===== src/hw/rtl/clrs_pkg.sv =====
// shared types and constants of the cache line request splitter
package clrs_pkg;

  localparam int ADDR_W     = 64;
  localparam int BYTES_W    = 13;
  localparam int KIND_W     = 3;
  localparam int OP_KINDS   = 8;
  localparam int CNT_W      = 7;
  localparam int LG_W       = 4;
  localparam int LINE_W     = 16;
  localparam int STATUS_W   = 3;
  localparam int CFG_W      = 7;
  localparam int CFG_IDX_W  = 3;

  localparam int DEF_MAX_SEGMENTS = 64;
  localparam int DEF_QUEUE_DEPTH  = 2;

  localparam logic [LG_W-1:0]  RST_LINE_LOG2 = 4'd6;
  localparam logic [CNT_W-1:0] RST_LIMIT     = 7'd64;

  typedef enum logic [STATUS_W-1:0] {
    ST_SEGMENT     = 3'd0,
    ST_RETRY       = 3'd1,
    ST_NEVER       = 3'd2,
    ST_ATOMIC_SPAN = 3'd3,
    ST_DONE_OK     = 3'd4,
    ST_UNDERFLOW   = 3'd5
  } status_t;

  typedef enum logic [KIND_W-1:0] {
    KIND_READ        = 3'd0,
    KIND_WRITE       = 3'd1,
    KIND_FLUSH       = 3'd2,
    KIND_READLOCK    = 3'd3,
    KIND_WRITEUNLOCK = 3'd4,
    KIND_LOADLINK    = 3'd5,
    KIND_STORECOND   = 3'd6,
    KIND_CUSTOM      = 3'd7
  } kind_t;

  typedef enum logic [CFG_IDX_W-1:0] {
    CFG_CACHE_PRESENT   = 3'd0,
    CFG_LINE_LOG2       = 3'd1,
    CFG_LIMIT_READ      = 3'd2,
    CFG_LIMIT_WRITE     = 3'd3,
    CFG_LIMIT_FLUSH     = 3'd4,
    CFG_LIMIT_LOCK_PAIR = 3'd5,
    CFG_LIMIT_LINK_PAIR = 3'd6,
    CFG_LIMIT_CUSTOM    = 3'd7
  } cfg_idx_t;

  typedef struct packed {
    logic             cache_present;
    logic [LG_W-1:0]  line_log2;
    logic [CNT_W-1:0] limit_read;
    logic [CNT_W-1:0] limit_write;
    logic [CNT_W-1:0] limit_flush;
    logic [CNT_W-1:0] limit_lock_pair;
    logic [CNT_W-1:0] limit_link_pair;
    logic [CNT_W-1:0] limit_custom;
  } cfg_t;

  typedef struct packed {
    status_t            status;
    logic [KIND_W-1:0]  kind;
    logic [ADDR_W-1:0]  addr;
    logic [BYTES_W-1:0] bytes;
    logic [BYTES_W-1:0] rest;
    logic [LG_W-1:0]    lg;
  } job_t;

endpackage


===== src/hw/rtl/clrs_front.sv =====
// front end: request intake, segment count, credit check and outstanding counters
module clrs_front #(
  parameter int MAX_SEGMENTS = clrs_pkg::DEF_MAX_SEGMENTS,
  parameter int SEG_W        = $clog2(MAX_SEGMENTS + 1)
) (
  input  logic                         clk,
  input  logic                         rst_n,
  input  clrs_pkg::cfg_t               cfg,
  input  logic                         in_valid,
  output logic                         in_stall,
  input  logic                         in_req_type,
  input  logic [clrs_pkg::KIND_W-1:0]  in_op_kind,
  input  logic [clrs_pkg::ADDR_W-1:0]  in_address,
  input  logic [clrs_pkg::BYTES_W-1:0] in_byte_count,
  input  logic                         in_cacheable,
  input  logic                         in_atomic,
  input  logic                         q_full,
  output logic                         push,
  output clrs_pkg::job_t               push_entry,
  output logic [SEG_W-1:0]             push_segs
);

  localparam int LW = clrs_pkg::LINE_W;
  localparam int BW = clrs_pkg::BYTES_W;
  localparam int CW = clrs_pkg::CNT_W;

  logic                        s_v_r, s_v_nxt;
  logic                        s_req_r;
  logic [clrs_pkg::KIND_W-1:0] s_kind_r;
  logic [clrs_pkg::ADDR_W-1:0] s_addr_r;
  logic [BW-1:0]               s_left_r;
  logic                        s_cached_r;
  logic                        s_atomic_r;
  logic [LW-1:0]               s_lines_r;
  logic [BW-1:0]               s_first_r;
  logic [CW-1:0]               cnt_r [clrs_pkg::OP_KINDS];

  logic          accept;
  logic          cached;
  logic [LW-1:0] line;
  logic [LW-1:0] off;
  logic [LW:0]   span;
  logic [LW-1:0] lines_calc;
  logic [LW-1:0] room;
  logic [BW-1:0] first_calc;

  logic [CW-1:0] cur;
  logic [CW-1:0] lim;
  logic [CW:0]   credit_sum;
  logic          cnt_we;
  logic [CW-1:0] cnt_new;

  assign in_stall = s_v_r && q_full;
  assign accept   = in_valid && !in_stall;
  assign push     = s_v_r && !q_full;

  // segment count and first segment size of the incoming request
  always_comb begin
    cached     = cfg.cache_present && in_cacheable;
    line       = LW'(1) << cfg.line_log2;
    off        = in_address[LW-1:0] & (line - LW'(1));
    span       = {1'b0, off} + (LW+1)'(in_byte_count) - (LW+1)'(1);
    lines_calc = LW'((span >> cfg.line_log2) + (LW+1)'(1));
    if (!cached || in_byte_count == '0) begin
      lines_calc = LW'(1);
    end
    room       = line - off;
    first_calc = (room > LW'(in_byte_count)) ? in_byte_count : room[BW-1:0];
  end

  always_comb begin
    s_v_nxt = s_v_r;
    if (accept) begin
      s_v_nxt = 1'b1;
    end else if (push) begin
      s_v_nxt = 1'b0;
    end
  end

  always_ff @(posedge clk) begin
    if (!rst_n) begin
      s_v_r <= 1'b0;
    end else begin
      s_v_r <= s_v_nxt;
    end
  end

  always_ff @(posedge clk) begin
    if (accept) begin
      s_req_r    <= in_req_type;
      s_kind_r   <= in_op_kind;
      s_addr_r   <= in_address;
      s_left_r   <= in_byte_count;
      s_cached_r <= cached;
      s_atomic_r <= in_atomic;
      s_lines_r  <= lines_calc;
      s_first_r  <= first_calc;
    end
  end

  always_comb begin
    unique case (clrs_pkg::kind_t'(s_kind_r))
      clrs_pkg::KIND_READ:        lim = cfg.limit_read;
      clrs_pkg::KIND_WRITE:       lim = cfg.limit_write;
      clrs_pkg::KIND_FLUSH:       lim = cfg.limit_flush;
      clrs_pkg::KIND_READLOCK,
      clrs_pkg::KIND_WRITEUNLOCK: lim = cfg.limit_lock_pair;
      clrs_pkg::KIND_LOADLINK,
      clrs_pkg::KIND_STORECOND:   lim = cfg.limit_link_pair;
      clrs_pkg::KIND_CUSTOM:      lim = cfg.limit_custom;
      default:                    lim = cfg.limit_custom;
    endcase
  end

  // check cycle
  always_comb begin
    cur              = cnt_r[s_kind_r];
    credit_sum       = {1'b0, cur} + {1'b0, s_lines_r[CW-1:0]};
    cnt_we           = 1'b0;
    cnt_new          = cur;
    push_entry.kind  = s_kind_r;
    push_entry.lg    = cfg.line_log2;
    push_entry.addr  = '0;
    push_entry.bytes = '0;
    push_entry.rest  = '0;
    push_segs        = SEG_W'(1);
    priority if (s_req_r) begin
      if (cur == '0) begin
        push_entry.status = clrs_pkg::ST_UNDERFLOW;
      end else begin
        push_entry.status = clrs_pkg::ST_DONE_OK;
        cnt_we            = 1'b1;
        cnt_new           = cur - CW'(1);
      end
    end else if (s_lines_r > LW'(1) && s_atomic_r) begin
      push_entry.status = clrs_pkg::ST_ATOMIC_SPAN;
    end else if (s_lines_r > LW'(lim) || s_lines_r > LW'(MAX_SEGMENTS)) begin
      push_entry.status = clrs_pkg::ST_NEVER;
    end else if (credit_sum > (CW+1)'(lim)) begin
      push_entry.status = clrs_pkg::ST_RETRY;
    end else begin
      push_entry.status = clrs_pkg::ST_SEGMENT;
      cnt_we            = 1'b1;
      cnt_new           = credit_sum[CW-1:0];
      push_entry.addr   = s_addr_r;
      push_segs         = s_lines_r[SEG_W-1:0];
      if (s_cached_r) begin
        push_entry.bytes = s_first_r;
        push_entry.rest  = s_left_r - s_first_r;
      end else begin
        push_entry.bytes = s_left_r;
      end
    end
  end

  always_ff @(posedge clk) begin
    if (!rst_n) begin
      for (int k = 0; k < clrs_pkg::OP_KINDS; k++) begin
        cnt_r[k] <= '0;
      end
    end else if (push && cnt_we) begin
      cnt_r[s_kind_r] <= cnt_new;
    end
  end

endmodule


===== src/hw/rtl/clrs_queue.sv =====
// short queue of classified requests between front and back end
module clrs_queue #(
  parameter int DEPTH = clrs_pkg::DEF_QUEUE_DEPTH,
  parameter int SEG_W = 7
) (
  input  logic               clk,
  input  logic               rst_n,
  input  logic               push,
  input  clrs_pkg::job_t     push_entry,
  input  logic [SEG_W-1:0]   push_segs,
  output logic               full,
  input  logic               pop,
  output logic               head_valid,
  output clrs_pkg::job_t     head_entry,
  output logic [SEG_W-1:0]   head_segs
);

  localparam int PTR_W = (DEPTH > 1) ? $clog2(DEPTH) : 1;
  localparam int FILL_W = $clog2(DEPTH + 1);

  clrs_pkg::job_t   entry_r [DEPTH];
  logic [SEG_W-1:0] segs_r  [DEPTH];
  logic [PTR_W-1:0] wr_ptr_r, wr_ptr_nxt;
  logic [PTR_W-1:0] rd_ptr_r, rd_ptr_nxt;
  logic [FILL_W-1:0] fill_r, fill_nxt;
  logic             do_push, do_pop;

  assign full       = fill_r == FILL_W'(DEPTH);
  assign head_valid = fill_r != '0;
  assign do_push    = push && !full;
  assign do_pop     = pop && head_valid;
  assign head_entry = entry_r[rd_ptr_r];
  assign head_segs  = segs_r[rd_ptr_r];

  always_comb begin
    wr_ptr_nxt = wr_ptr_r;
    rd_ptr_nxt = rd_ptr_r;
    fill_nxt   = fill_r;
    if (do_push) begin
      wr_ptr_nxt = (wr_ptr_r == PTR_W'(DEPTH - 1)) ? '0 : wr_ptr_r + PTR_W'(1);
    end
    if (do_pop) begin
      rd_ptr_nxt = (rd_ptr_r == PTR_W'(DEPTH - 1)) ? '0 : rd_ptr_r + PTR_W'(1);
    end
    if (do_push && !do_pop) begin
      fill_nxt = fill_r + FILL_W'(1);
    end else if (do_pop && !do_push) begin
      fill_nxt = fill_r - FILL_W'(1);
    end
  end

  always_ff @(posedge clk) begin
    if (!rst_n) begin
      wr_ptr_r <= '0;
      rd_ptr_r <= '0;
      fill_r   <= '0;
    end else begin
      wr_ptr_r <= wr_ptr_nxt;
      rd_ptr_r <= rd_ptr_nxt;
      fill_r   <= fill_nxt;
    end
  end

  always_ff @(posedge clk) begin
    if (do_push) begin
      entry_r[wr_ptr_r] <= push_entry;
      segs_r[wr_ptr_r]  <= push_segs;
    end
  end

endmodule


===== src/hw/rtl/clrs_back.sv =====
// back end: walks a classified request line by line into the result register
module clrs_back #(
  parameter int SEG_W = 7
) (
  input  logic                           clk,
  input  logic                           rst_n,
  input  logic                           head_valid,
  input  clrs_pkg::job_t                 head_entry,
  input  logic [SEG_W-1:0]               head_segs,
  output logic                           pop,
  output logic                           out_valid,
  input  logic                           out_stall,
  output logic [clrs_pkg::STATUS_W-1:0]  out_status,
  output logic [clrs_pkg::ADDR_W-1:0]    out_seg_address,
  output logic [clrs_pkg::BYTES_W-1:0]   out_seg_bytes,
  output logic [clrs_pkg::KIND_W-1:0]    out_seg_kind,
  output logic                           out_last
);

  localparam int LW = clrs_pkg::LINE_W;
  localparam int BW = clrs_pkg::BYTES_W;

  logic             job_v_r, job_v_nxt;
  clrs_pkg::job_t   job_r;
  logic [SEG_W-1:0] remain_r;

  logic             out_v_r, out_v_nxt;
  clrs_pkg::status_t out_status_r;
  logic [clrs_pkg::ADDR_W-1:0] out_addr_r;
  logic [BW-1:0]    out_bytes_r;
  logic [clrs_pkg::KIND_W-1:0] out_kind_r;
  logic             out_last_r;

  logic             emit;
  logic             seg_last;
  logic             last_emit;
  logic [LW-1:0]    line;
  logic [BW-1:0]    next_bytes;

  assign emit      = job_v_r && (!out_v_r || !out_stall);
  assign seg_last  = remain_r == SEG_W'(1);
  assign last_emit = emit && seg_last;
  assign pop       = head_valid && (!job_v_r || last_emit);

  assign line       = LW'(1) << job_r.lg;
  assign next_bytes = (LW'(job_r.rest) < line) ? job_r.rest : line[BW-1:0];

  always_comb begin
    job_v_nxt = job_v_r;
    if (pop) begin
      job_v_nxt = 1'b1;
    end else if (last_emit) begin
      job_v_nxt = 1'b0;
    end
    out_v_nxt = out_v_r;
    if (emit) begin
      out_v_nxt = 1'b1;
    end else if (!out_stall) begin
      out_v_nxt = 1'b0;
    end
  end

  always_ff @(posedge clk) begin
    if (!rst_n) begin
      job_v_r <= 1'b0;
      out_v_r <= 1'b0;
    end else begin
      job_v_r <= job_v_nxt;
      out_v_r <= out_v_nxt;
    end
  end

  always_ff @(posedge clk) begin
    if (pop) begin
      job_r    <= head_entry;
      remain_r <= head_segs;
    end else if (emit) begin
      job_r.addr  <= job_r.addr + clrs_pkg::ADDR_W'(job_r.bytes);
      job_r.bytes <= next_bytes;
      job_r.rest  <= job_r.rest - next_bytes;
      remain_r    <= remain_r - SEG_W'(1);
    end
  end

  always_ff @(posedge clk) begin
    if (emit) begin
      out_status_r <= job_r.status;
      out_addr_r   <= job_r.addr;
      out_bytes_r  <= job_r.bytes;
      out_kind_r   <= job_r.kind;
      out_last_r   <= seg_last;
    end
  end

  assign out_valid       = out_v_r;
  assign out_status      = out_status_r;
  assign out_seg_address = out_addr_r;
  assign out_seg_bytes   = out_bytes_r;
  assign out_seg_kind    = out_kind_r;
  assign out_last        = out_last_r;

endmodule


===== src/hw/rtl/cache_line_request_splitter_top.sv =====
// top level of the cache line request splitter
// A request is either the issue of a memory access or the completion of one
// segment. An issue is checked against its kind's outstanding credit and,
// when a cache is present and the access is cacheable, cut at line
// boundaries; a completion returns one credit. The result of an accepted
// request passes through the check stage, which updates the credit counters
// and writes the queue, then the back end's job register and then the result
// register. While the output is not stalled, the back end gives one segment
// per cycle, so single-segment requests and completions stream at one per
// cycle; the front end stalls only when the queue between the two is full.
module cache_line_request_splitter_top #(
  parameter int MAX_SEGMENTS = clrs_pkg::DEF_MAX_SEGMENTS,
  parameter int QUEUE_DEPTH  = clrs_pkg::DEF_QUEUE_DEPTH
) (
  input  logic                            clk,
  input  logic                            rst_n,
  input  logic                            cfg_we,
  input  logic [clrs_pkg::CFG_IDX_W-1:0]  cfg_index,
  input  logic [clrs_pkg::CFG_W-1:0]      cfg_wdata,
  input  logic                            in_valid,
  output logic                            in_stall,
  input  logic                            in_req_type,
  input  logic [clrs_pkg::KIND_W-1:0]     in_op_kind,
  input  logic [clrs_pkg::ADDR_W-1:0]     in_address,
  input  logic [clrs_pkg::BYTES_W-1:0]    in_byte_count,
  input  logic                            in_cacheable,
  input  logic                            in_atomic,
  output logic                            out_valid,
  input  logic                            out_stall,
  output logic [clrs_pkg::STATUS_W-1:0]   out_status,
  output logic [clrs_pkg::ADDR_W-1:0]     out_seg_address,
  output logic [clrs_pkg::BYTES_W-1:0]    out_seg_bytes,
  output logic [clrs_pkg::KIND_W-1:0]     out_seg_kind,
  output logic                            out_last
);

  localparam int SEG_W = $clog2(MAX_SEGMENTS + 1);
  localparam int CW    = clrs_pkg::CNT_W;

  clrs_pkg::cfg_t   cfg_r, cfg_nxt;

  logic             q_full;
  logic             push;
  clrs_pkg::job_t   push_entry;
  logic [SEG_W-1:0] push_segs;
  logic             pop;
  logic             head_valid;
  clrs_pkg::job_t   head_entry;
  logic [SEG_W-1:0] head_segs;

  always_comb begin
    cfg_nxt = cfg_r;
    if (cfg_we) begin
      unique case (clrs_pkg::cfg_idx_t'(cfg_index))
        clrs_pkg::CFG_CACHE_PRESENT:   cfg_nxt.cache_present   = cfg_wdata[0];
        clrs_pkg::CFG_LINE_LOG2:       cfg_nxt.line_log2       = cfg_wdata[clrs_pkg::LG_W-1:0];
        clrs_pkg::CFG_LIMIT_READ:      cfg_nxt.limit_read      = cfg_wdata[CW-1:0];
        clrs_pkg::CFG_LIMIT_WRITE:     cfg_nxt.limit_write     = cfg_wdata[CW-1:0];
        clrs_pkg::CFG_LIMIT_FLUSH:     cfg_nxt.limit_flush     = cfg_wdata[CW-1:0];
        clrs_pkg::CFG_LIMIT_LOCK_PAIR: cfg_nxt.limit_lock_pair = cfg_wdata[CW-1:0];
        clrs_pkg::CFG_LIMIT_LINK_PAIR: cfg_nxt.limit_link_pair = cfg_wdata[CW-1:0];
        clrs_pkg::CFG_LIMIT_CUSTOM:    cfg_nxt.limit_custom    = cfg_wdata[CW-1:0];
        default:                       cfg_nxt = cfg_r;
      endcase
    end
  end

  always_ff @(posedge clk) begin
    if (!rst_n) begin
      cfg_r.cache_present   <= 1'b0;
      cfg_r.line_log2       <= clrs_pkg::RST_LINE_LOG2;
      cfg_r.limit_read      <= clrs_pkg::RST_LIMIT;
      cfg_r.limit_write     <= clrs_pkg::RST_LIMIT;
      cfg_r.limit_flush     <= clrs_pkg::RST_LIMIT;
      cfg_r.limit_lock_pair <= clrs_pkg::RST_LIMIT;
      cfg_r.limit_link_pair <= clrs_pkg::RST_LIMIT;
      cfg_r.limit_custom    <= clrs_pkg::RST_LIMIT;
    end else begin
      cfg_r <= cfg_nxt;
    end
  end

  clrs_front #(
    .MAX_SEGMENTS (MAX_SEGMENTS),
    .SEG_W        (SEG_W)
  ) u_front (
    .clk           (clk),
    .rst_n         (rst_n),
    .cfg           (cfg_r),
    .in_valid      (in_valid),
    .in_stall      (in_stall),
    .in_req_type   (in_req_type),
    .in_op_kind    (in_op_kind),
    .in_address    (in_address),
    .in_byte_count (in_byte_count),
    .in_cacheable  (in_cacheable),
    .in_atomic     (in_atomic),
    .q_full        (q_full),
    .push          (push),
    .push_entry    (push_entry),
    .push_segs     (push_segs)
  );

  clrs_queue #(
    .DEPTH (QUEUE_DEPTH),
    .SEG_W (SEG_W)
  ) u_queue (
    .clk        (clk),
    .rst_n      (rst_n),
    .push       (push),
    .push_entry (push_entry),
    .push_segs  (push_segs),
    .full       (q_full),
    .pop        (pop),
    .head_valid (head_valid),
    .head_entry (head_entry),
    .head_segs  (head_segs)
  );

  clrs_back #(
    .SEG_W (SEG_W)
  ) u_back (
    .clk             (clk),
    .rst_n           (rst_n),
    .head_valid      (head_valid),
    .head_entry      (head_entry),
    .head_segs       (head_segs),
    .pop             (pop),
    .out_valid       (out_valid),
    .out_stall       (out_stall),
    .out_status      (out_status),
    .out_seg_address (out_seg_address),
    .out_seg_bytes   (out_seg_bytes),
    .out_seg_kind    (out_seg_kind),
    .out_last        (out_last)
  );

endmodule


===== config.mk =====
export PLATFORM = sky130hd
export DESIGN_NAME = cache_line_request_splitter_top
export DESIGN_NICKNAME = d
export VERILOG_FILES = /design/src/hw/rtl/clrs_pkg.sv /design/src/hw/rtl/clrs_front.sv /design/src/hw/rtl/clrs_queue.sv /design/src/hw/rtl/clrs_back.sv /design/src/hw/rtl/cache_line_request_splitter_top.sv
export SDC_FILE = /design/constraint.sdc
export NUM_CORES = 1
export LEC_CHECK = 0
export BUFFER_PORTS_ARGS = -buffer_cell sky130_fd_sc_hd__buf_2
export CORE_MARGIN = 5
export CORE_UTILIZATION = 35
export CTS_CLUSTER_SIZE = 30
export DETAILED_ROUTE_END_ITERATION = 10
export PLACE_DENSITY = 0.52
export RECOVER_POWER = 25
export REMOVE_ABC_BUFFERS = 1
export SYNTH_ARGS = -nofsm -noshare
export SYNTH_HDL_FRONTEND = slang
export SYNTH_SLANG_ARGS = --single-unit

===== constraint.sdc =====
create_clock -name clk -period 6 [get_ports clk]
set_input_delay 0.3 -clock clk [delete_from_list [all_inputs] [get_ports clk]]
set_output_delay 0.3 -clock clk [all_outputs]
set_load 0.02 [all_outputs]

==> impl_results.html, run 1 <==
<table>
<tr><th>Metric</th><th>Value</th></tr>
<tr><th colspan="2">Run status</th></tr>
<tr><td>Result of the run</td><td>finished, violations left</td></tr>
<tr><td>Violated checks</td><td>capacitance limit, slew limit</td></tr>
<tr><th colspan="2">Worst setup path</th></tr>
<tr><td>Arrival @ worst endpoint</td><td>6.17 ns</td></tr>
<tr><td>Largest fanout on the critical path</td><td>36</td></tr>
<tr><td>Kind of end point of the critical path</td><td>flip-flop</td></tr>
<tr><td>Req. time, crit path</td><td>6.43 ns</td></tr>
<tr><td>Element type at the critical path start</td><td>flip-flop</td></tr>
<tr><td>Worst Setup Path Type</td><td>reg -&gt; reg</td></tr>
<tr><th colspan="2">Timing</th></tr>
<tr><td>Period Utilization, post-route</td><td>95.6%</td></tr>
<tr><td>Setup skew after layout</td><td>0.0310 ns</td></tr>
<tr><td>Minimum hold slack</td><td>0.0488 ns</td></tr>
<tr><td>Count of final setup violators</td><td>0</td></tr>
<tr><td>Final hold vios</td><td>0</td></tr>
<tr><td>Final slew viol count</td><td>67</td></tr>
<tr><td>Slew margin rel.</td><td>-19.4%</td></tr>
<tr><td>Slew @ Worst Pin</td><td>1.79 ns</td></tr>
<tr><td>Post-layout min period</td><td>5.74 ns</td></tr>
<tr><td>Highest attainable clock frequency</td><td>0.174 GHz</td></tr>
<tr><th colspan="2">Flow run</th></tr>
<tr><td>Number of max-cap violations</td><td>2</td></tr>
<tr><th colspan="2">Cells and area</th></tr>
<tr><td>Signed area change from the synthesized netlist to the final layout</td><td>17.6%</td></tr>
<tr><td># diodes</td><td>0</td></tr>
<tr><td>Total non-filler cell area in the finished layout</td><td>37200 µm²</td></tr>
<tr><td>Fraction of final layout cells with drive strength greater than 1</td><td>11.4%</td></tr>
<tr><td>Sequential standard cell area</td><td>18400 µm²</td></tr>
<tr><td>Area of combinational cells with multiple inputs</td><td>12500 µm²</td></tr>
<tr><td>Leading cell types in the layout, fill and taps excluded</td><td>sky130_fd_sc_hd__edfxtp_1 (573), sky130_fd_sc_hd__nand2_1 (230), sky130_fd_sc_hd__nor2_1 (222), sky130_fd_sc_hd__a21oi_1 (161), sky130_fd_sc_hd__clkbuf_1 (127)</td></tr>
<tr><td>Final Instance Count excl. Fillers</td><td>4206</td></tr>
<tr><td>Post-layout net count</td><td>3201</td></tr>
<tr><td>Commonest non-fill, non-tap cell in the layout</td><td>sky130_fd_sc_hd__edfxtp_1</td></tr>
<tr><td>Fillcell total</td><td>8500</td></tr>
<tr><th colspan="2">Synthesis</th></tr>
<tr><td>Sequential cell area fraction in the yosys report</td><td>58.0%</td></tr>
<tr><td>Distinct cell type count of the synthesized netlist</td><td>86</td></tr>
<tr><td>Synth Register Bits</td><td>631</td></tr>
<tr><td>Top cells by area, synth</td><td>sky130_fd_sc_hd__edfxtp_1 (54%), sky130_fd_sc_hd__ha_1 (4.8%), sky130_fd_sc_hd__dfxtp_1 (3.7%)</td></tr>
<tr><td>Fraction of synthesis flops using an asynchronous set or reset pin</td><td>0%</td></tr>
<tr><td>Post-synthesis average cell area</td><td>11.7 µm²</td></tr>
<tr><td>Total number of yosys warnings</td><td>0</td></tr>
<tr><td>Instance count of the mapped netlist</td><td>2697</td></tr>
<tr><td>Cell area after technology mapping</td><td>31600 µm²</td></tr>
<tr><td>Number of enable flip-flop cells after synthesis</td><td>573</td></tr>
<tr><td>Library cell occupying the most area in the post-synthesis netlist</td><td>sky130_fd_sc_hd__edfxtp_1</td></tr>
<tr><td>Top FF cell, synth</td><td>sky130_fd_sc_hd__edfxtp_1</td></tr>
<tr><td>Share of the synthesized area in the top cell type</td><td>54.4%</td></tr>
<tr><th colspan="2">Global routing</th></tr>
<tr><td>Wire length of the first global-routing pass</td><td>131000 µm</td></tr>
<tr><td>Met2 GRT Util</td><td>28.9%</td></tr>
<tr><td>GRT overflow</td><td>0</td></tr>
<tr><td>Number of antenna violations at the first check in global routing</td><td>4</td></tr>
<tr><td>Number of global-route vias before repair</td><td>22200</td></tr>
<tr><td>Met1 Resource Use GR</td><td>22.7%</td></tr>
<tr><td>Overall global routing resource usage</td><td>17.2%</td></tr>
<tr><td>GRT Max-Usage Layer</td><td>met2</td></tr>
<tr><td>Pin count of the biggest net entering global routing</td><td>96</td></tr>
<tr><td>Met3 layer usage reported by global route</td><td>3.18%</td></tr>
<tr><th colspan="2">Route</th></tr>
<tr><td>Overall via count from detail_route</td><td>22000</td></tr>
<tr><td>Number of DRC markers in iteration 0</td><td>1702</td></tr>
<tr><td>Routed WL per cell</td><td>20.4 µm</td></tr>
<tr><td>Wire length reported by the detailed router</td><td>86000 µm</td></tr>
<tr><td>Number of optimization iterations in the first detailed-route pass</td><td>6</td></tr>
<tr><td>Via-to-Cell Ratio</td><td>5.22</td></tr>
<tr><td>Count of nets left with antenna violations after detail routing</td><td>0</td></tr>
<tr><td>Detailed-route DRC error count</td><td>0</td></tr>
<tr><th colspan="2">Clock tree</th></tr>
<tr><td>Insertion delay of the later-clocked pin in the worst-skew pair</td><td>0.62 ns</td></tr>
<tr><td>Clock Sink Count</td><td>631</td></tr>
<tr><td>Maximum buffer depth of the clock tree</td><td>3</td></tr>
<tr><td>Clock Root Buffer</td><td>sky130_fd_sc_hd__clkbuf_16</td></tr>
<tr><td>Clock tree from TritonCTS</td><td>built</td></tr>
<tr><td>Clock edge transition at the registers on the reported setup and hold paths</td><td>0.06 ns</td></tr>
<tr><td>Number of H-tree levels</td><td>3</td></tr>
<tr><td>Num CTS Buffers</td><td>73</td></tr>
<tr><th colspan="2">Floorplan</th></tr>
<tr><td>Floorplan die width</td><td>311 µm</td></tr>
<tr><td>Initial Util</td><td>35.2%</td></tr>
<tr><td>Vertical die dimension</td><td>311 µm</td></tr>
<tr><td>Area of the die</td><td>96500 µm²</td></tr>
<tr><td>Core footprint</td><td>89900 µm²</td></tr>
<tr><td>I/O pin total</td><td>184</td></tr>
<tr><td>Number of placement rows</td><td>110</td></tr>
<tr><th colspan="2">Power and ir drop</th></tr>
<tr><td>Static Leakage</td><td>13.3 nW</td></tr>
<tr><td>PwrDens</td><td>440 nW/µm²</td></tr>
<tr><td>Power, Total</td><td>0.0164 W</td></tr>
<tr><td>Worst IR Drop VDD</td><td>0.235 mV</td></tr>
<tr><th colspan="2">Placed design</th></tr>
<tr><td>Gp weighted congestion</td><td>0.931</td></tr>
<tr><td>Number of buffers inserted by port buffering</td><td>183</td></tr>
<tr><td>DP Cell Count</td><td>3996</td></tr>
<tr><td>Placed Instance Area</td><td>34100 µm²</td></tr>
<tr><td>Post-detail-place hpwl</td><td>61200 µm</td></tr>
<tr><th colspan="2">Worst hold path</th></tr>
<tr><td>Path class of the lowest-slack min-delay path</td><td>in -&gt; reg</td></tr>
</table>
==> layout make-up <==
class	instances	share of cell area (%)
Sequential cell	631	49.4
Multi-Input combinational cell	1832	33.6
Timing Repair Buffer	323	5.57
Clock buffer	83	5.01
Tap cell	1176	3.95
Clock inverter	46	1.30
Inverter	115	1.18
==> kinds of logic (layout without fill, tap and decap cells) <==
group,after synthesis,in the layout,synth area share (%)
muxes,135,135,5.40
buffers and inverters,234,567,2.81
other,1,1,0.0118
and+or+nand+nor,893,893,13.9
AOI/OAI and AO/OA,562,562,11.5
DFF,631,631,58.0
adders and majority gates,127,127,5.14
xor gates and xnor gates,114,114,3.15
==> metrics by stage <==
stage | util, % | setup WS (ns) | TNS, ns
detailed placement | 38.0 | 0.0814 | 0
global placement | 38.0 | 0.0933 | 0
finish | 41.4 | 0.263 | 0
floorplan | - | -0.937 | -196.82
CTS | 41.4 | 0.0625 | 0
global route | 41.4 | -0.0362 | -0.0368
==> what timing repair did <==
action                     4_1_cts  5_1_grt
resized for setup                0       25
setup buffers                    0        2
setup endpoints to repair        0       12
hold endpoints to repair        94        0
hold buffers                    79        0
==> metal layers <==
layer	share of wire, %	vias to the layer above
met3	5.6	145
met5	0.026	-
li1	-	10500
met1	44	10700
met4	2.9	4
met2	48	618
==> cells in the mapped netlist, drive strengths merged, types with 10 or more instances <==
library cell and count:
a21o 16, clkbuf 102, a21oi 161, o22ai 15
mux2 36, ha 122, nand3 50, o211ai 17
a211oi 77, nor4 17, inv 113, xor2 32
or2 18, and2 91, xnor2 82, nor2 224
o21bai 12, a21boi 46, nor2b 96, a31oi 10
and3 25, o21a 27, nand2 230, or3 14
nor3 56, buf 17, dfxtp 58, edfxtp 573
nand2b 20, mux2i 74, nand4 21, o21ai 103
mux4 25
==> where the power goes <==
group / total [W] / switching [W] / internal (W)
registers: 0.00678 / 0.000633 / 0.00615
logic: 0.00523 / 0.00324 / 0.00199
clock network: 0.00437 / 0.00178 / 0.00259
==> state kept, by name, summed over array words and instances, names as in the netlist, 14 cells and up, named ones only <==
name	count
u_front.cnt_r	56
u_front.s_lines_r	16
cfg_r	47
u_back.job_r	100
u_front.s_addr_r	64
u_back.out_seg_address	64
u_queue.segs_r	14
u_queue.entry_r	200
==> worst paths after layout <==
kind	start	to	slack (ns)	depth (start not counted)
max reg2reg	cfg_r[43]	u_front.s_lines_r[14]	0.26	20
min reg2reg	u_back.job_r[94]	u_back.out_seg_kind[0]	0.42	0
min	cfg_wdata[2]	cfg_r[16]	0.05	3
max	cfg_r[43]	u_front.s_lines_r[14]	0.26	20
==> worst max-delay path: stages (launching register included) <==
cell                       delay, ns
sky130_fd_sc_hd__dfxtp_1        0.34
sky130_fd_sc_hd__buf_4          0.28
sky130_fd_sc_hd__and2_1         0.22
sky130_fd_sc_hd__o21ai_0        0.60
sky130_fd_sc_hd__ha_1           0.36
sky130_fd_sc_hd__inv_1          0.09
sky130_fd_sc_hd__ha_1           0.30
sky130_fd_sc_hd__a21o_1         0.22
sky130_fd_sc_hd__buf_4          0.17
sky130_fd_sc_hd__a221o_1        0.48
sky130_fd_sc_hd__a211oi_2       0.26
sky130_fd_sc_hd__xor2_1         0.32
sky130_fd_sc_hd__mux2i_1        0.13
sky130_fd_sc_hd__mux4_2         0.53
sky130_fd_sc_hd__a21oi_1        0.19
sky130_fd_sc_hd__inv_1          0.06
sky130_fd_sc_hd__ha_1           0.20
sky130_fd_sc_hd__nor4b_4        0.15
sky130_fd_sc_hd__and3_1         0.26
sky130_fd_sc_hd__a211o_1        0.26
sky130_fd_sc_hd__a21oi_1        0.12
No activity file was read; power rests on OpenSTA's default activity.
==> run 2: changes to the inputs <==
--- a/config.mk
+++ b/config.mk
@@ -6,7 +6,7 @@
 export NUM_CORES = 1
 export LEC_CHECK = 0
 export BUFFER_PORTS_ARGS = -buffer_cell sky130_fd_sc_hd__buf_2
-export CORE_MARGIN = 5
+export CORE_MARGIN = 2
 export CORE_UTILIZATION = 35
 export CTS_CLUSTER_SIZE = 30
 export DETAILED_ROUTE_END_ITERATION = 10
==> run 2 against run 1 <==
  * The run still ends with capacitance limit, slew limit left
  * Via count down 1.1%
  * Sequential share of layout area up 0.42 points
  * Critical path type unchanged
  * Clock skew up 0.0054 ns
  * Total power down 1.8%
  * Global-route usage up 0.49 points
  * Clock power down 5.3%
  * First-iteration DRC count down 23%
==> impl_results.html, run 2 (same netlist as run 1, synthesis figures left out) <==
<table>
<tr><th>Metric</th><th>Value</th></tr>
<tr><th colspan="2">Run status</th></tr>
<tr><td>Result of the run</td><td>finished, violations left</td></tr>
<tr><td>Violated checks</td><td>capacitance limit, slew limit</td></tr>
<tr><th colspan="2">Route</th></tr>
<tr><td>Count of nets left with antenna violations after detail routing</td><td>0 (unchanged)</td></tr>
<tr><td>Detailed-route DRC error count</td><td>0 (unchanged)</td></tr>
<tr><td>Via-to-Cell Ratio</td><td>5.18 (-0.70%)</td></tr>
<tr><td>Number of DRC markers in iteration 0</td><td>1319 (-23%)</td></tr>
<tr><td>Number of optimization iterations in the first detailed-route pass</td><td>5 (-1)</td></tr>
<tr><td>Overall via count from detail_route</td><td>21700 (-1.1%)</td></tr>
<tr><td>Wire length reported by the detailed router</td><td>83500 µm (-2.9%)</td></tr>
<tr><td>Routed WL per cell</td><td>19.9 µm (-2.6%)</td></tr>
<tr><th colspan="2">Worst setup path</th></tr>
<tr><td>Kind of end point of the critical path</td><td>flip-flop</td></tr>
<tr><td>Stage delay of the slowest cell on the critical path</td><td>0.53 ns (-0.07 ns)</td></tr>
<tr><td>Req. time, crit path</td><td>6.42 ns (about the same)</td></tr>
<tr><td>Largest fanout on the critical path</td><td>22 (-39%)</td></tr>
<tr><td>Worst path buffer plus inverter count</td><td>4 (unchanged)</td></tr>
<tr><td>Max stage delay cell, worst path</td><td>sky130_fd_sc_hd__mux4_2</td></tr>
<tr><td>Most used cell, CP</td><td>sky130_fd_sc_hd__ha_1</td></tr>
<tr><td>Family with the most delay on the worst path</td><td>compound AO/OA/AOI/OAI gates</td></tr>
<tr><td>Element type at the critical path start</td><td>flip-flop</td></tr>
<tr><td>Arrival @ worst endpoint</td><td>6.11 ns (-0.06 ns)</td></tr>
<tr><td>Worst Setup Path Type</td><td>reg -&gt; reg</td></tr>
<tr><th colspan="2">Global routing</th></tr>
<tr><td>Number of antenna violations at the first check in global routing</td><td>2 (-2)</td></tr>
<tr><td>Number of global-route vias before repair</td><td>21800 (-1.5%)</td></tr>
<tr><td>Overall global routing resource usage</td><td>17.7% (+0.49 points)</td></tr>
<tr><td>Wire length of the first global-routing pass</td><td>129000 µm (-2.2%)</td></tr>
<tr><td>Pin count of the biggest net entering global routing</td><td>88 (-8.3%)</td></tr>
<tr><td>GRT overflow</td><td>0 (unchanged)</td></tr>
<tr><th colspan="2">Timing</th></tr>
<tr><td>Slew @ Worst Pin</td><td>1.87 ns (+0.0774 ns)</td></tr>
<tr><td>Period Utilization, post-route</td><td>94.8% (-0.79 points)</td></tr>
<tr><td>Highest attainable clock frequency</td><td>0.176 GHz (+0.84%)</td></tr>
<tr><td>Count of final setup violators</td><td>0 (unchanged)</td></tr>
<tr><td>Setup skew after layout</td><td>0.0364 ns (+0.00538 ns)</td></tr>
<tr><td>Slew margin rel.</td><td>-24.7% (-5.3 points)</td></tr>
<tr><td>Post-layout min period</td><td>5.69 ns (-0.0476 ns)</td></tr>
<tr><td>Final slew viol count</td><td>41 (-39%)</td></tr>
<tr><td>Setup Total Neg Slack</td><td>0 ns (unchanged)</td></tr>
<tr><td>Final hold vios</td><td>0 (unchanged)</td></tr>
<tr><th colspan="2">Clock tree</th></tr>
<tr><td>Clock edge transition at the registers on the reported setup and hold paths</td><td>0.06 ns (about the same)</td></tr>
<tr><td>Clock Root Buffer</td><td>sky130_fd_sc_hd__clkbuf_16</td></tr>
<tr><td>Maximum buffer depth of the clock tree</td><td>3 (unchanged)</td></tr>
<tr><td>Num CTS Buffers</td><td>71 (-2.7%)</td></tr>
<tr><td>Clock tree from TritonCTS</td><td>built</td></tr>
<tr><td>Insertion delay of the later-clocked pin in the worst-skew pair</td><td>0.60 ns (-0.02 ns)</td></tr>
<tr><td>Number of H-tree levels</td><td>3 (unchanged)</td></tr>
<tr><td>Clock Sink Count</td><td>631 (unchanged)</td></tr>
<tr><th colspan="2">Cells and area</th></tr>
<tr><td>Most flop-heavy register</td><td>u_queue.entry_r</td></tr>
<tr><td>Sequential standard cell area</td><td>18400 µm² (about the same)</td></tr>
<tr><td>Fillcell total</td><td>8601 (+1.2%)</td></tr>
<tr><td>Post-layout net count</td><td>3190 (-0.34%)</td></tr>
<tr><td>Leading cell types in the layout, fill and taps excluded</td><td>sky130_fd_sc_hd__edfxtp_1 (573), sky130_fd_sc_hd__nand2_1 (230), sky130_fd_sc_hd__nor2_1 (223), sky130_fd_sc_hd__a21oi_1 (160), sky130_fd_sc_hd__clkbuf_1 (146)</td></tr>
<tr><td>Fraction of final layout cells with drive strength greater than 1</td><td>10.3% (-1.0 points)</td></tr>
<tr><td>Commonest non-fill, non-tap cell in the layout</td><td>sky130_fd_sc_hd__edfxtp_1</td></tr>
<tr><td>Area of combinational cells with multiple inputs</td><td>12500 µm² (-0.36%)</td></tr>
<tr><td>Registers with the most flip-flops</td><td>u_queue.entry_r (200), u_back.job_r (100)</td></tr>
<tr><td>Total non-filler cell area in the finished layout</td><td>36900 µm² (-0.87%)</td></tr>
<tr><td>Final Instance Count excl. Fillers</td><td>4191 (-0.36%)</td></tr>
<tr><td>Number of flip-flops in the largest register</td><td>200 (unchanged)</td></tr>
<tr><td>Signed area change from the synthesized netlist to the final layout</td><td>16.6%</td></tr>
<tr><th colspan="2">Power and ir drop</th></tr>
<tr><td>Switch share</td><td>34.5% (about the same)</td></tr>
<tr><td>Share of power burned in combinational logic</td><td>32.4% (+0.5 points)</td></tr>
<tr><td>Static Leakage</td><td>13.1 nW (-1.1%)</td></tr>
<tr><td>Worst IR Drop VDD</td><td>0.287 mV (+22%)</td></tr>
<tr><td>Clock network fraction of total power</td><td>25.7% (-1.0 points)</td></tr>
<tr><td>Net switching power figure</td><td>0.00555 W (-1.8%)</td></tr>
<tr><td>Share of power burned in registers</td><td>41.9% (+0.5 points)</td></tr>
<tr><td>Cell-internal power</td><td>0.0105 W (-1.7%)</td></tr>
<tr><td>PwrDens</td><td>436 nW/µm² (-0.90%)</td></tr>
<tr><th colspan="2">Placed design</th></tr>
<tr><td>Number of buffers inserted by port buffering</td><td>183 (unchanged)</td></tr>
<tr><td>Placed Instance Area</td><td>34100 µm² (-0.15%)</td></tr>
<tr><td>Post-detail-place hpwl</td><td>59400 µm (-2.8%)</td></tr>
<tr><td>Gp weighted congestion</td><td>0.877 (-5.8%)</td></tr>
<tr><td>DP Cell Count</td><td>3994 (-0.050%)</td></tr>
<tr><th colspan="2">Floorplan</th></tr>
<tr><td>Area of the die</td><td>92800 µm² (-3.8%)</td></tr>
<tr><td>I/O pin total</td><td>184 (unchanged)</td></tr>
<tr><td>Initial Util</td><td>35.2% (unchanged)</td></tr>
<tr><td>Floorplan die width</td><td>305 µm (-1.9%)</td></tr>
<tr><td>Core footprint</td><td>89900 µm² (unchanged)</td></tr>
<tr><td>Number of placement rows</td><td>110 (unchanged)</td></tr>
<tr><td>Vertical die dimension</td><td>305 µm (-1.9%)</td></tr>
<tr><th colspan="2">Worst hold path</th></tr>
<tr><td>Path class of the lowest-slack min-delay path</td><td>in -&gt; reg</td></tr>
<tr><th colspan="2">Flow run</th></tr>
<tr><td>Number of max-cap violations</td><td>1 (-1)</td></tr>
</table>
## run 2: routing by layer
layer	wire (µm)	up-vias	share of wire (%)	track usage (%)
met4	1910	0	2.3	4.73
met1	37800	10600	45	23.8
met3	3780	128	4.5	2.70
met5	0	-	0	0
li1	-	10500	-	-
met2	40000	544	48	29.8
## run 2: power by group through the flow
stage | clock network [W] | registers (W) | logic, W
6_report | 0.00414 | 0.00674 | 0.00522
5_1_grt | 0.00441 | 0.00685 | 0.00588
4_1_cts | 0.00426 | 0.00676 | 0.00532
3_5_place_dp | 0 | 0.00684 | 0.00524
3_3_place_gp | 0 | 0.00682 | 0.00518
2_1_floorplan | 0 | 0.00699 | 0.00345
## run 2: final cells by class
class	instances	share of cell area, %
Antenna cell	1	0.00678
Clock buffer	92	5.17
Clock inverter	30	0.837
Inverter	115	1.18
Multi-Input combinational cell	1832	33.8
Sequential cell	631	49.8
Tap cell	1176	3.99
Timing Repair Buffer	314	5.23
## run 2: final timing paths
check        depth (start not counted)                endpoint              from  slack (ns)
max                                 26   u_front.s_lines_r[14]         cfg_r[42]        0.31
max reg2reg                         26   u_front.s_lines_r[14]         cfg_r[42]        0.31
min                                  3               cfg_r[19]      cfg_wdata[5]        0.04
min reg2reg                          0  u_back.out_seg_kind[0]  u_back.job_r[94]        0.43
## run 2: what timing repair did
action / in CTS / in global routing
hold buffers: 73 / 0
buffers inserted: 0 / 1
hold endpoints to repair: 82 / 0
endpoints found under the setup margin: 0 / 11
gates resized for setup: 0 / 13
## run 2: stage by stage
step	total power, W	setup slack [ns]	hold WS [ns]	utilization, %
2_1_floorplan	0.0104	-0.937	0.362	-
3_3_place_gp	0.0120	0.399	0.411	37.9
3_5_place_dp	0.0121	0.294	0.430	37.9
4_1_cts	0.0163	0.260	0.00180	41.2
5_1_grt	0.0171	-0.00936	0.0112	41.1
6_report	0.0161	0.311	0.0375	41.1
## run 2: worst min-delay path: cells and delay by family
family	cells	cell delay, ns
AO/OA/AOI/OAI	1	0.06
AND/OR/NAND/NOR	1	0.06
buffers and inverters	1	0.15
